===== config.mk =====
export PLATFORM = sky130hd
export DESIGN_NAME = timed_sorted_wait_queue_unit_flat
export DESIGN_NICKNAME = d
export VERILOG_FILES = /design/src/rtl/tswq_pkg.sv /design/src/rtl/tswq_channels.sv /design/src/rtl/timed_sorted_wait_queue_unit.sv /design/src/flat_wrapper.sv
export SDC_FILE = /design/constraint.sdc
export NUM_CORES = 1
export LEC_CHECK = 0
export BUFFER_PORTS_ARGS = -buffer_cell sky130_fd_sc_hd__buf_2
export CAP_MARGIN = 15
export CORE_ASPECT_RATIO = 0.75
export CORE_MARGIN = 2
export CORE_UTILIZATION = 40
export CTS_BUF_LIST = sky130_fd_sc_hd__clkbuf_4
export DETAILED_ROUTE_END_ITERATION = 16
export PLACE_DENSITY_LB_ADDON = 0.25
export SLEW_MARGIN = 20
export SYNTH_ARGS = -nofsm -noshare
export SYNTH_HDL_FRONTEND = slang
export SYNTH_SLANG_ARGS = --single-unit
export TNS_END_PERCENT = 50

===== constraint.sdc =====
create_clock -name clk -period 5.8 [get_ports clk]
set_input_delay 1.16 -clock clk [delete_from_list [all_inputs] [get_ports clk]]
set_output_delay 1.16 -clock clk [all_outputs]
set_load 0.03 [all_outputs]

===== src/rtl/tswq_pkg.sv =====
// ----------------------------------------------------------------------------
// Timed sorted wait queue package
// Widths, codes, reset values and types shared by the queue files.
// ----------------------------------------------------------------------------
`default_nettype none

package tswq_pkg;

	localparam int QUEUE_DEPTH_DEF = 32;
	localparam int HANDLE_W        = 16;
	localparam int TIME_W          = 16;
	localparam int OPC_W           = 2;
	localparam int OCC_W           = 6;
	localparam int CFG_IDX_W       = 2;
	localparam int CFG_DATA_W      = 16;

	localparam logic [TIME_W-1:0] INF_WAIT_RST = 16'hFFFF;
	localparam logic [TIME_W-1:0] MAX_WAIT_RST = 16'hFFFE;

	typedef enum logic [OPC_W-1:0] {
		OP_APPEND = 2'd0,
		OP_INSERT = 2'd1,
		OP_POP    = 2'd2,
		OP_NOP    = 2'd3
	} opcode_t;

	typedef enum logic [CFG_IDX_W-1:0] {
		CFG_INF_WAIT = 2'd0,
		CFG_MAX_WAIT = 2'd1
	} cfg_reg_t;

	typedef struct packed {
		logic [HANDLE_W-1:0] handle;
		logic [TIME_W-1:0]   tag;
	} entry_t;

	typedef enum logic [2:0] {
		ST_IDLE,
		ST_POP,
		ST_RD,
		ST_CMP,
		ST_TAIL
	} state_t;

endpackage

`default_nettype wire


===== src/rtl/tswq_channels.sv =====
// ----------------------------------------------------------------------------
// Timed sorted wait queue channels
// Valid/ready channels for configuration writes, requests and responses.
// ----------------------------------------------------------------------------
`default_nettype none

interface tswq_cfg_if import tswq_pkg::*; ();
	logic                  valid;
	logic                  ready;
	logic [CFG_IDX_W-1:0]  index;
	logic [CFG_DATA_W-1:0] data;

	modport source (output valid, index, data, input ready);
	modport sink   (input valid, index, data, output ready);
endinterface

interface tswq_req_if import tswq_pkg::*; ();
	logic                valid;
	logic                ready;
	logic [OPC_W-1:0]    opcode;
	logic [HANDLE_W-1:0] task_handle;
	logic [TIME_W-1:0]   wait_time;

	modport source (output valid, opcode, task_handle, wait_time, input ready);
	modport sink   (input valid, opcode, task_handle, wait_time, output ready);
endinterface

interface tswq_rsp_if import tswq_pkg::*; ();
	logic                valid;
	logic                ready;
	logic [HANDLE_W-1:0] popped_handle;
	logic                was_empty;
	logic                overflow;
	logic [OCC_W-1:0]    occupancy;

	modport source (output valid, popped_handle, was_empty, overflow, occupancy, input ready);
	modport sink   (input valid, popped_handle, was_empty, overflow, occupancy, output ready);
endinterface

`default_nettype wire


===== src/rtl/timed_sorted_wait_queue_unit.sv =====
// ----------------------------------------------------------------------------
// Timed sorted wait queue unit
// Bounded queue of task handles tagged with wait times: append, sorted
// insert and pop front, one response beat per request beat.
// Usage:
//  - cfg: write beats set the infinite wait tag (index 0) and the wait clamp
//    (index 1). Always ready; write only while the queue is idle.
//  - req: one beat per operation. ready is high only when the sequencer is
//    idle and no response is waiting.
//  - rsp: one beat per request, held in an output register until taken.
// Steps, request beat to response valid:
//  - append, pop on empty, full drops, unused opcode: response loaded from idle
//  - pop: one read of the entry RAM, then the pop state loads the response
//  - sorted insert: every stored entry is read
//    and compared in turn, and entries behind the insertion point are moved
//    up one place through the single RAM read and write port.
// Operations run one at a time; the next request beat can be taken in the
// cycle after the response beat is taken. Reset clears the count, head
// pointer and sequencer and sets the configuration to its reset values. The
// entry RAM is not cleared. A stalled response holds and blocks new requests.
// ----------------------------------------------------------------------------
`default_nettype none

module timed_sorted_wait_queue_unit import tswq_pkg::*; #(
	parameter int QUEUE_DEPTH = QUEUE_DEPTH_DEF
) (
	input wire logic   clk,
	input wire logic   arst_n,
	tswq_cfg_if.sink   cfg,
	tswq_req_if.sink   req,
	tswq_rsp_if.source rsp
);

	localparam int AW = $clog2(QUEUE_DEPTH);
	localparam int CW = $clog2(QUEUE_DEPTH + 1);
	localparam int SW = AW + 1;
	localparam logic [SW-1:0] DEPTH_S = SW'(QUEUE_DEPTH);
	localparam logic [CW-1:0] DEPTH_C = CW'(QUEUE_DEPTH);

	// Map a logical position behind the head to a RAM address (circular).
	function automatic logic [AW-1:0] wrap_add(input logic [AW-1:0] base,
	                                           input logic [CW-1:0] off);
		logic [SW-1:0] sum;
		sum = SW'(base) + SW'(off);
		if (sum >= DEPTH_S) begin
			sum = sum - DEPTH_S;
		end
		return sum[AW-1:0];
	endfunction

	// Sequencer and queue bookkeeping
	state_t        state_q, state_d;
	logic [AW-1:0] head_q, head_d;
	logic [CW-1:0] count_q, count_d;
	logic [CW-1:0] idx_q, idx_d;
	logic          found_q, found_d;

	// Item in flight
	logic [HANDLE_W-1:0] hnd_q, hnd_d;
	logic [TIME_W-1:0]   tag_q, tag_d;
	entry_t              carry_q, carry_d;

	// Configuration
	logic [TIME_W-1:0] inf_q;
	logic [TIME_W-1:0] max_q;

	// Entry RAM
	entry_t        ram_q [QUEUE_DEPTH];
	entry_t        rd_q;
	logic          we;
	logic [AW-1:0] waddr;
	entry_t        wdata;
	logic [AW-1:0] raddr;

	// Response register
	logic                rsp_valid_q;
	logic [HANDLE_W-1:0] popped_q, popped_d;
	logic                empty_q, empty_d;
	logic                ovf_q, ovf_d;
	logic [OCC_W-1:0]    occ_q, occ_d;
	logic                rsp_load;

	logic              req_rdy;
	logic              req_fire;
	logic              full;
	logic [TIME_W-1:0] tag_new;

	// Take a request only when idle with the response slot empty.
	assign req_rdy   = (state_q == ST_IDLE) && !rsp_valid_q;
	assign req.ready = req_rdy;
	assign req_fire  = req.valid && req_rdy;
	assign cfg.ready = 1'b1;
	assign full      = (count_q == DEPTH_C);

	// Zero asks for the infinite tag (never clamped); otherwise clamp.
	always_comb begin
		if (req.wait_time == '0) begin
			tag_new = inf_q;
		end else if (req.wait_time > max_q) begin
			tag_new = max_q;
		end else begin
			tag_new = req.wait_time;
		end
	end

	always_ff @(posedge clk or negedge arst_n) begin
		if (!arst_n) begin
			inf_q <= INF_WAIT_RST;
			max_q <= MAX_WAIT_RST;
		end else if (cfg.valid) begin
			unique case (cfg_reg_t'(cfg.index))
				CFG_INF_WAIT: inf_q <= cfg.data;
				CFG_MAX_WAIT: max_q <= cfg.data;
				default: ;
			endcase
		end
	end

	always_ff @(posedge clk or negedge arst_n) begin
		if (!arst_n) begin
			state_q     <= ST_IDLE;
			head_q      <= '0;
			count_q     <= '0;
			idx_q       <= '0;
			found_q     <= 1'b0;
			rsp_valid_q <= 1'b0;
		end else begin
			state_q <= state_d;
			head_q  <= head_d;
			count_q <= count_d;
			idx_q   <= idx_d;
			found_q <= found_d;
			if (rsp_load) begin
				rsp_valid_q <= 1'b1;
			end else if (rsp.ready) begin
				rsp_valid_q <= 1'b0;
			end
		end
	end

	always_ff @(posedge clk) begin
		hnd_q   <= hnd_d;
		tag_q   <= tag_d;
		carry_q <= carry_d;
		if (rsp_load) begin
			popped_q <= popped_d;
			empty_q  <= empty_d;
			ovf_q    <= ovf_d;
			occ_q    <= occ_d;
		end
	end

	// Single-port-write, single-port-read RAM with registered read data.
	always_ff @(posedge clk) begin
		if (we) begin
			ram_q[waddr] <= wdata;
		end
		rd_q <= ram_q[raddr];
	end

	always_comb begin
		state_d  = state_q;
		head_d   = head_q;
		count_d  = count_q;
		idx_d    = idx_q;
		found_d  = found_q;
		hnd_d    = hnd_q;
		tag_d    = tag_q;
		carry_d  = carry_q;
		we       = 1'b0;
		waddr    = wrap_add(head_q, count_q);
		wdata    = '{handle: hnd_q, tag: tag_q};
		raddr    = wrap_add(head_q, idx_q);
		rsp_load = 1'b0;
		popped_d = '0;
		empty_d  = 1'b0;
		ovf_d    = 1'b0;

		unique case (state_q)
			ST_IDLE: begin
				// Read the front entry speculatively: pop and insert both need it.
				raddr = head_q;
				if (req_fire) begin
					hnd_d   = req.task_handle;
					tag_d   = tag_new;
					idx_d   = '0;
					found_d = 1'b0;
					unique case (opcode_t'(req.opcode))
						OP_APPEND: begin
							rsp_load = 1'b1;
							if (full) begin
								ovf_d = 1'b1;
							end else begin
								we      = 1'b1;
								wdata   = '{handle: req.task_handle, tag: '0};
								count_d = count_q + CW'(1);
							end
						end
						OP_INSERT: begin
							if (full) begin
								ovf_d    = 1'b1;
								rsp_load = 1'b1;
							end else if (count_q == '0) begin
								we       = 1'b1;
								wdata    = '{handle: req.task_handle, tag: tag_new};
								count_d  = CW'(1);
								rsp_load = 1'b1;
							end else begin
								state_d = ST_CMP;
							end
						end
						OP_POP: begin
							if (count_q == '0) begin
								empty_d  = 1'b1;
								rsp_load = 1'b1;
							end else begin
								state_d = ST_POP;
							end
						end
						OP_NOP: begin
							rsp_load = 1'b1;
						end
						default: ;
					endcase
				end
			end
			ST_POP: begin
				// Front entry is in rd_q; advance the head.
				popped_d = rd_q.handle;
				head_d   = wrap_add(head_q, CW'(1));
				count_d  = count_q - CW'(1);
				rsp_load = 1'b1;
				state_d  = ST_IDLE;
			end
			ST_RD: begin
				state_d = ST_CMP;
			end
			ST_CMP: begin
				// Before the insertion point: compare. From it on: ripple each
				// entry up one place, carrying the displaced one forward.
				waddr = wrap_add(head_q, idx_q);
				if (found_q) begin
					we      = 1'b1;
					wdata   = carry_q;
					carry_d = rd_q;
				end else if (tag_q <= rd_q.tag) begin
					we      = 1'b1;
					wdata   = '{handle: hnd_q, tag: tag_q};
					carry_d = rd_q;
					found_d = 1'b1;
				end
				idx_d = idx_q + CW'(1);
				if (idx_d == count_q) begin
					state_d = ST_TAIL;
				end else begin
					state_d = ST_RD;
				end
			end
			ST_TAIL: begin
				// Write the last displaced entry, or the new one if none was larger or equal.
				we       = 1'b1;
				wdata    = found_q ? carry_q : entry_t'{handle: hnd_q, tag: tag_q};
				count_d  = count_q + CW'(1);
				rsp_load = 1'b1;
				state_d  = ST_IDLE;
			end
			default: begin
				state_d = ST_IDLE;
			end
		endcase

		occ_d = OCC_W'(count_d);
	end

	assign rsp.valid         = rsp_valid_q;
	assign rsp.popped_handle = popped_q;
	assign rsp.was_empty     = empty_q;
	assign rsp.overflow      = ovf_q;
	assign rsp.occupancy     = occ_q;

endmodule

`default_nettype wire


===== src/flat_wrapper.sv =====
// flat-port wrapper written by rule: the top's interface ports become plain ports
module timed_sorted_wait_queue_unit_flat import tswq_pkg::*;
#(
	parameter int QUEUE_DEPTH = QUEUE_DEPTH_DEF
)
  (clk, arst_n, cfg_valid, cfg_index, cfg_data, cfg_ready, req_valid, req_opcode, req_task_handle, req_wait_time, req_ready, rsp_valid, rsp_popped_handle, rsp_was_empty, rsp_overflow, rsp_occupancy, rsp_ready);
  tswq_cfg_if cfg_i ();
  tswq_req_if req_i ();
  tswq_rsp_if rsp_i ();
  input wire logic clk;
  input wire logic arst_n;
  input wire logic [$bits(cfg_i.valid)-1:0] cfg_valid;
  input wire logic [$bits(cfg_i.index)-1:0] cfg_index;
  input wire logic [$bits(cfg_i.data)-1:0] cfg_data;
  output wire logic [$bits(cfg_i.ready)-1:0] cfg_ready;
  input wire logic [$bits(req_i.valid)-1:0] req_valid;
  input wire logic [$bits(req_i.opcode)-1:0] req_opcode;
  input wire logic [$bits(req_i.task_handle)-1:0] req_task_handle;
  input wire logic [$bits(req_i.wait_time)-1:0] req_wait_time;
  output wire logic [$bits(req_i.ready)-1:0] req_ready;
  output wire logic [$bits(rsp_i.valid)-1:0] rsp_valid;
  output wire logic [$bits(rsp_i.popped_handle)-1:0] rsp_popped_handle;
  output wire logic [$bits(rsp_i.was_empty)-1:0] rsp_was_empty;
  output wire logic [$bits(rsp_i.overflow)-1:0] rsp_overflow;
  output wire logic [$bits(rsp_i.occupancy)-1:0] rsp_occupancy;
  input wire logic [$bits(rsp_i.ready)-1:0] rsp_ready;
  assign cfg_i.valid = cfg_valid;
  assign cfg_i.index = cfg_index;
  assign cfg_i.data = cfg_data;
  assign cfg_ready = cfg_i.ready;
  assign req_i.valid = req_valid;
  assign req_i.opcode = req_opcode;
  assign req_i.task_handle = req_task_handle;
  assign req_i.wait_time = req_wait_time;
  assign req_ready = req_i.ready;
  assign rsp_valid = rsp_i.valid;
  assign rsp_popped_handle = rsp_i.popped_handle;
  assign rsp_was_empty = rsp_i.was_empty;
  assign rsp_overflow = rsp_i.overflow;
  assign rsp_occupancy = rsp_i.occupancy;
  assign rsp_i.ready = rsp_ready;
  timed_sorted_wait_queue_unit #(.QUEUE_DEPTH(QUEUE_DEPTH)) u_core (.clk(clk), .arst_n(arst_n), .cfg(cfg_i), .req(req_i), .rsp(rsp_i));
endmodule

; ---- Word level (Yosys, flattened, before mapping)
; Memory sizes are Yosys's and may differ from the RTL's. A register that Yosys moved wholly into a read port is not among the register bits.
; Index checks and enable logic that the tools add are counted.
[totals]
register_bits = 142
latch_bits = 0
mem_bits_rw = 1024
romBits = 0
inputBits = 57
n_memories = 1
[classes]
add_sub_neg = 9
multipliers = 0
n_div = 0
order_cmp = 5
eq_ne = 15
shifts = 0
muxes = 50
n_bitwise = 0
n_reduce_logical = 23
[memory_table]
columns = name, words, word_bits, read_ports, rd_clocked_by_memory_dff, write_ports, line
row1 = u_core.ram_q, 32, 32, 1, 1, 1, timed_sorted_wait_queue_unit.sv:68  ; entry_t ram_q [QUEUE_DEPTH];
[ops]
columns = cell, count
row1 = two-way mux 32 bit, 7
row2 = one-hot mux 32 bit (2 select lines), 2
row3 = two-way mux 16 bit, 2
row4 = two-way mux 6 bit, 5
row5 = two-way mux 5 bit, 5
row6 = one-hot mux 6 bit (2 select lines), 2
row7 = >= comparator 6 bit (second input constant), 3
row8 = one-hot mux 6 bit (3 select lines), 1
row9 = > comparator 16 bit, 1
row10 = <= comparator 16 bit, 1
row11 = zero test 16 bit, 1
row12 = two-way mux 3 bit, 5
row13 = subtractor 5 x 1 -> 5 bit (second input constant), 3
row14 = two-way mux 1 bit, 14
row15 = adder 5 x 6 -> 6 bit, 2
row16 = adder 6 x 1 -> 6 bit (second input constant), 2
row17 = inequality test 3 bit (second input constant), 4
row18 = AND reduction 2 bit, 5
row19 = one-hot mux 3 bit (3 select lines), 1
row20 = OR reduction 2 bit, 4
row21 = adder 5 x 1 -> 6 bit (second input constant), 1
row22 = == test 3 x 2 -> 1 bit (second input constant), 2
row23 = == test 6 bit, 1
row24 = == test 6 bit (second input constant), 1
row25 = other kinds (17), 27

; ---- Logic depth before layout (Yosys ltp)
; Gate-level depths: netlist of run 1.
[depth]
depth_word = 8
depth_mapped = 11
ltp_nobuf = 8

; ---- Least setup slack after synthesis of run 1
; Ideal clock, no wire load.
[synth_timing]
path_type = input-to-reg
from = in req_valid
to = mem u_core.ram_q[16][0] (netlist name) (enable)
t_arrival_ns = 4.684
required_time_ns = 5.339
path_slack_ns = 0.655
path_stages = 9
path_cell_list = nand2b_1 > a211oi_2 > and2_1 > buf_2 > nor2_1 > and3_1 > clkbuf_1 > buf_2 > nor3_1
[synth_between]
elab_chain_cells = 5
[synth_lines]
columns = item, line
row1 = start: declaration, flat_wrapper.sv:16  ; input wire logic [$bits(req_i.valid)-1:0] req_valid;
row2 = logical AND 1 bit, timed_sorted_wait_queue_unit.sv:91  ; assign req_fire = req.valid && req_rdy;
row3 = two-way mux 1 bit, timed_sorted_wait_queue_unit.sv:183  ; if (req_fire) begin
row4 = one-hot mux 1 bit (3 select lines), timed_sorted_wait_queue_unit.sv:179  ; unique case (state_q)
row5 = two-way mux 1 bit, timed_sorted_wait_queue_unit.sv:155  ; if (we) begin
row6 = two-way mux 1 bit (implied by the code), timed_sorted_wait_queue_unit.sv:156  ; ram_q[waddr] <= wdata;
row7 = end: declaration, timed_sorted_wait_queue_unit.sv:68
; Every way passes these cells.

; ---- Final worst setup path of run 1
[layout_timing]
from = reg u_core.state_q[1]
to = mem u_core.ram_q[20][4] (netlist name) (enable)
[layout_between]
elab_chain_cells = 7
[layout_lines]
columns = item, line
row1 = start: declaration, timed_sorted_wait_queue_unit.sv:52  ; state_t state_q, state_d;
row2 = start signal: assignment, timed_sorted_wait_queue_unit.sv:128  ; state_q <= state_d;
row3 = zero test 3 bit, "timed_sorted_wait_queue_unit.sv:89, timed_sorted_wait_queue_unit.sv:179"
row4 = logical AND 1 bit, timed_sorted_wait_queue_unit.sv:89  ; assign req_rdy = (state_q == ST_IDLE) && !rsp_valid_q;
row5 = logical AND 1 bit, timed_sorted_wait_queue_unit.sv:91
row6 = two-way mux 1 bit, timed_sorted_wait_queue_unit.sv:183
row7 = one-hot mux 1 bit (3 select lines), timed_sorted_wait_queue_unit.sv:179
row8 = two-way mux 1 bit, timed_sorted_wait_queue_unit.sv:155
row9 = two-way mux 1 bit (implied by the code), timed_sorted_wait_queue_unit.sv:156
; Parallel ways exist; a longest one is shown, timed or not.

==> impl_metrics.env, run 1 <==
export IMPL_grt_antenna_before_repair=3
export IMPL_yosysMostFrequentCell="edfxtp_1"
export IMPL_synthFlopType="edfxtp_1"
export IMPL_area_growth_pct=14.4
export IMPL_maxSlewHeadroom_pct=23.8
export IMPL_stdcell_area_um2=56000
export IMPL_finalSetupViolations=0
export IMPL_routed_wl_um=143000
export IMPL_crit_fanout=32
export IMPL_drt_iter0_markers=3825
export IMPL_final_hold_viol_count=0
export IMPL_grt_max_degree=149
export IMPL_yosysSeqAreaShare_pct=72.4
export IMPL_internal_power_mw=13.2
export IMPL_path_clk_slew_ns=0.08
export IMPL_yosysTopAreaCell="edfxtp_1"
export IMPL_avgSynthCellArea_um2=13.7
export IMPL_layout_drive_gt1_share_pct=21.6
export IMPL_reg2reg_setup_slack_ns=1.32
export IMPL_ys_seq_elements=1198
export IMPL_synth_fp_nets=3670
export IMPL_grt_pass1_vias=30824
export IMPL_grt_pass1_wl_um=210000
export IMPL_async_flop_share_pct=4.51
export IMPL_fin_nets=3951
export IMPL_synth_cell_types=72
export IMPL_cp_arrival_ns=5.31
export IMPL_max_freq_ghz=0.223
export IMPL_timing_hold_ws_ns=0.128
export IMPL_path_class="flip-flop to flip-flop"
export IMPL_p_seq_share_pct=56.2
export IMPL_dp_hpwl_um=81200
export IMPL_vias=32723
export IMPL_clkPwrFrac_pct=42.2
export IMPL_switchingPower_mw=3.58
export IMPL_status="finished clean"
export IMPL_period_share_pct=77.3
export IMPL_slew_violations=0
export IMPL_clock_latency_ns=1.27
export IMPL_netlist_top_cells_count="1,112 x edfxtp_1, 764 x nand2_1, 195 x a211oi_1, 174 x clkbuf_1, 172 x nand3_1"
export IMPL_ctsRootBufferMaster="clkbuf_4"
export IMPL_synth_warning_count=0
export IMPL_r2r_end="u_core.ram_q[20][4]"
export IMPL_port_buffers=82
export IMPL_initial_core_util_pct=40.2
export IMPL_track_usage_pct=22.5
export IMPL_netlist_instances=3562
export IMPL_powerDensity_nw_per_um2=299
export IMPL_die_y_um=307
export IMPL_drv_cap=0
export IMPL_reg2reg_depth=8
export IMPL_rows=111
export IMPL_synth_area_top_cells="edfxtp_1 68%, nand2_1 5.9%, a211oi_1 3.0%, a311oi_1 2.3%, and3_1 1.9%"
export IMPL_finalSetupTns_ns=0
export IMPL_via_per_inst=5.75
export IMPL_drcViolationCount=0
export IMPL_yosys_area_top_type_share_pct=68.2
export IMPL_netlist_area_um2=48900
export IMPL_design_portCount=84
export IMPL_combPwrFrac_pct=1.6
export IMPL_core_area_um2=122000
export IMPL_p_leak_nw=19.2
export IMPL_cts_tree="done"
export IMPL_dpl_cell_area_um2=52200
export IMPL_reg2reg_from="u_core.state_q[1]"
export IMPL_postRouteAntennaNets=0
export IMPL_fin_crit_ns=4.48
export IMPL_swShare_pct=21.3
export IMPL_wl_per_cell_um=25.1
export IMPL_grt_ovfl_total=0
export IMPL_clock_skew_ns=0.104
export IMPL_ctsResizeCount=0
export IMPL_critPathLaunchType="flip-flop"
export IMPL_clock_path_buffers=4
export IMPL_h_tree_depth=5
export IMPL_cts_buffers=310
export IMPL_gp_congestion=0.824
export IMPL_first_pass_iters=7
export IMPL_tightest_slew_ns=1.14
export IMPL_clock_sinks=1198
export IMPL_rsz0062_at_grt="no"
export IMPL_irDropWorstVdd_mv=0.219
export IMPL_hp_class="primary input to async pin"
export IMPL_p_total_mw=16.8
export IMPL_synth_edf_count=1112
export IMPL_die_width_um=408
export IMPL_dieArea_um2=125000
export IMPL_required_ns=6.63
export IMPL_worstSetupEndpointType="flip-flop"
==> cells by family after synthesis <==
| group | count (synthesis) | synth area share (%) |
|---|---|---|
| and+or+nand+nor | 1243 | 11.2 |
| DFF | 1198 | 72.4 |
| AOI/OAI and AO/OA | 708 | 11.1 |
| buffers and inverters | 296 | 2.55 |
| adders and majority gates | 51 | 1.33 |
| muxes | 44 | 1.05 |
| xor gates and xnor gates | 21 | 0.404 |
| other | 1 | 0.00766 |
==> worst max-delay path, cell delays in order, from the launching register on <==
cell,delay [ns]
dfrtp_1,0.62
or3_2,0.92
a211oi_2,0.48
and2_1,0.19
buf_4,0.25
nor2_1,0.13
and3_2,0.57
nor3_2,0.29
buf_4,0.62
==> routing by layer <==
layer,vias to the layer above,global-route usage [%],wire length [um]
met1,16500,34.8,66300
met2,1525,31.3,60200
met3,205,5.16,13900
met4,0,6.63,2300
li1,14493,-,-
met5,-,0,0
==> what timing repair did <==
action | in CTS | in global routing
buffers inserted | 0 | 0
hold buffers | 1 | 0
endpoints found under the hold margin | 1 | 0
==> flip-flops by register name, indices dropped and copies added (netlist names), 16 cells and up <==
name,cells
u_core.hnd_q,16
u_core.inf_q,16
u_core.tag_q,16
u_core.ram_q,1024
u_core.carry_q,32
u_core.rd_q,32
u_core.max_q,16
u_core.rsp.popped_handle,16
==> placed cells by master, fill, tap and decap left out, drive strengths merged, types with 51 or more instances in the layout <==
cell type  Yosys  final
nand3        172    172
a21oi         91     91
buf           81    223
clkinv         0     51
nand2        764    764
a32oi         97     97
clkbuf       174    462
nor2          70     70
a311oi       128    128
a211oi       196    196
edfxtp      1112   1112
and3         148    148
==> power groups by stage <==
stage | logic, mW | clock network [mW] | registers (mW)
5_1_grt | 0.306 | 7.67 | 9.42
3_3_place_gp | 0.267 | 0 | 9.61
2_1_floorplan | 0.162 | 0 | 9.58
4_1_cts | 0.276 | 7.22 | 9.42
6_report | 0.276 | 7.07 | 9.42
3_5_place_dp | 0.275 | 0 | 9.61
==> per-stage QoR <==
| step | cells | utilization, % | setup WS, ns |
|---|---|---|---|
| 2_1_floorplan | 3562 | - | 0.655 |
| 3_3_place_gp | 5166 | 42.8 | 1.44 |
| 3_5_place_dp | 5166 | 42.8 | 1.39 |
| 4_1_cts | 5686 | 45.9 | 1.37 |
| 5_1_grt | 5695 | 46.0 | 1.15 |
| 6_report | 5695 | 46.0 | 1.32 |
==> how the worst max path moves through the flow <==
stage | from | depth (start not counted) | endpoint
after global routing | u_core.state_q[1] | 8 | u_core.ram_q[22][11]
after detailed placement | u_core.state_q[1] | 8 | u_core.ram_q[16][12]
after CTS | u_core.state_q[1] | 3 | req_ready
after global placement | u_core.state_q[0] | 9 | u_core.ram_q[16][12]
final | u_core.state_q[1] | 8 | u_core.ram_q[20][4]
after floorplan | req_valid | 9 | u_core.ram_q[16][0]
==> cell type report <==
class                      count  area, um^2
fill                       10895       65800
clock inverter                57         273
inverter                      41         154
clock buffer                 462        3470
timing repair buffer         224        1680
multi-input combinational   2068       12900
antenna                        7        17.5
tap                         1638        2050
sequential                  1198       35400
Note: power is estimated with default switching activity, not from simulation.
==> run 2, diff against run 1 <==
Clock period 5.8 ns to 4.35 ns, I/O delays scaled along.
==> impl_metrics.env, run 2 (synthesis gave the netlist of run 1 again) <==
export IMPL_status="finished clean"
export IMPL_drcViolationCount=0
export IMPL_via_per_inst=5.77
export IMPL_top_register="u_core.ram_q"
export IMPL_slew_violations=0
export IMPL_grt_pass1_vias=31600
export IMPL_powerDensity_nw_per_um2=390
export IMPL_critPathLaunchType="flip-flop"
export IMPL_die_width_um=408
export IMPL_max_freq_ghz=0.239
export IMPL_core_area_um2=122000
export IMPL_switchingPower_mw=4.73
export IMPL_wl_per_cell_um=25.6
export IMPL_area_growth_pct=17.3
export IMPL_postRouteAntennaNets=0
export IMPL_period_share_pct=96.1
export IMPL_routed_wl_um=149000
export IMPL_layout_commonest_cell="edfxtp_1"
export IMPL_track_usage_pct=23.4
export IMPL_hp_class="primary input to flip-flop"
export IMPL_cts_buffers=313
export IMPL_die_y_um=307
export IMPL_tightest_slew_ns=1.20
export IMPL_grt_pass1_wl_um=217000
export IMPL_initial_core_util_pct=40.2
export IMPL_path_clk_slew_ns=0.07
export IMPL_timing_hold_ws_ns=0.174
export IMPL_layout_common_cells="1,112 x edfxtp_1, 762 x nand2_1, 463 x clkbuf_4"
export IMPL_irDropWorstVdd_mv=0.158
export IMPL_required_ns=5.09
export IMPL_path_class="flip-flop to flip-flop"
export IMPL_clock_skew_ns=0.0843
export IMPL_rsz0062_at_grt="no"
export IMPL_dp_hpwl_um=91400
export IMPL_min_to="u_core.tag_q[12]"
export IMPL_final_hold_viol_count=0
export IMPL_p_leak_nw=19.9
export IMPL_cp_arrival_ns=4.92
export IMPL_clock_sinks=1198
export IMPL_layout_drive_gt1_share_pct=23.0
export IMPL_internal_power_mw=17.7
export IMPL_grt_ovfl_total=0
export IMPL_ctsResizeCount=0
export IMPL_port_buffers=82
export IMPL_final_core_util_pct=47.1
export IMPL_fin_nets=4086
export IMPL_cts_tree="done"
export IMPL_finalSetupViolations=0
export IMPL_reg2reg_from="u_core.state_q[0]"
export IMPL_p_seq_share_pct=56.0
export IMPL_drv_cap=0
export IMPL_drt_iter0_markers=4721
export IMPL_gp_congestion=0.937
export IMPL_fin_cells=5802
export IMPL_pre_cts_ws_ns=0.391
export IMPL_r2r_end="u_core.ram_q[6][15]"
export IMPL_dpl_cell_area_um2=53100
export IMPL_reg_largest_list="u_core.ram_q (1024), u_core.carry_q (32), u_core.rd_q (32)"
export IMPL_clkPwrFrac_pct=42.1
export IMPL_h_tree_depth=5
export IMPL_design_portCount=84
export IMPL_largest_reg_flops=1024
export IMPL_setup_ws_ns=0.171
export IMPL_min_path_cells=3
export IMPL_fin_crit_ns=4.18
export IMPL_grt_max_degree=87
export IMPL_vias=33464
export IMPL_clock_latency_ns=1.18
export IMPL_crit_fanout=33
export IMPL_reg2reg_depth=8
export IMPL_worstSetupEndpointType="flip-flop"
export IMPL_ctsRootBufferMaster="clkbuf_4"
export IMPL_dieArea_um2=125000
export IMPL_combPwrFrac_pct=1.8
export IMPL_numPlacedInstances=5249
export IMPL_grt_antenna_before_repair=6
export IMPL_first_pass_iters=7
export IMPL_maxSlewHeadroom_pct=20.2
export IMPL_fillers=10798
export IMPL_rows=111
export IMPL_hold_path_startpoint="req_wait_time[12]"
export IMPL_clock_path_buffers=4
export IMPL_stdcell_area_um2=57400
export IMPL_swShare_pct=21.1
export IMPL_reg2reg_setup_slack_ns=0.17
-- run 2: cell types whose count changed in the layout (fill, tap and decap cells not counted), sizes merged --
cell,before,now
buf,223,308
dlygate4sd3,1,48
clkinv,51,30
diode,7,1
bufinv,2,3
clkbuf,462,463
-- run 2: worst max-delay path, cell delays in order (launching register included) --
cell	delay, ns
dfrtp_1	0.42
buf_4	0.36
nand3b_1	0.60
mux2i_1	0.87
nand2_1	0.32
nor2_1	0.25
nand2_1	0.27
nor3_2	0.19
buf_4	0.48
-- run 2: layer usage --
layer	part of all wire [%]	global-route usage, %	vias to the layer above
li1	-	-	14726
met1	47	37.1	16760
met2	41	31.6	1819
met3	11	5.92	157
met4	1.1	5.93	2
met5	0.012	0	-
-- run 2: worst max-delay path by stage --
stage	endpoint	from	slack [ns]	cells after the start
6_report	u_core.ram_q[6][15]	u_core.state_q[0]	0.17	8
5_1_grt	u_core.ram_q[6][15]	u_core.state_q[0]	0.08	8
4_1_cts	req_ready	u_core.state_q[0]	0.14	5
3_5_place_dp	u_core.rd_q[0]	u_core.head_q[0]	0.39	10
3_3_place_gp	u_core.ram_q[23][21]	req_opcode[0]	-0.04	9
2_1_floorplan	u_core.ram_q[6][0]	u_core.head_q[0]	-0.79	9
-- run 2: final cells by class --
type	count	area (um^2)	area share, %
diodes	1	2.50	0.00436
clock buffers	463	3480	6.06
clock inverters	37	219	0.381
inverters	41	154	0.268
multi-input cells	2068	13000	22.7
flip-flops and latches	1198	35400	61.7
well taps	1638	2050	3.57
repair buffers	356	3070	5.35
-- run 2: timing repair --
| action | 4_1_cts | 5_1_grt |
|---|---|---|
| hold buffers | 48 | 0 |
| hold endpoints to repair | 86 | 0 |
| endpoints found under the setup margin | 0 | 0 |
| setup buffers | 0 | 0 |
-- run 2: metrics by stage --
step                TNS (ns)  power (mW)
floorplan            -748.10        13.0
CTS                        0        22.6
global route               0        23.2
detailed placement         0        13.2
finish                     0        22.4
global placement       -2.24        13.2
-- run 2: power by group through the flow --
stage	clock network, mW	registers (mW)	logic (mW)
after detailed placement	0	12.8	0.370
after CTS	9.65	12.5	0.405
after global placement	0	12.8	0.364
after floorplan	0	12.8	0.216
after global routing	10.2	12.5	0.450
final	9.43	12.5	0.406
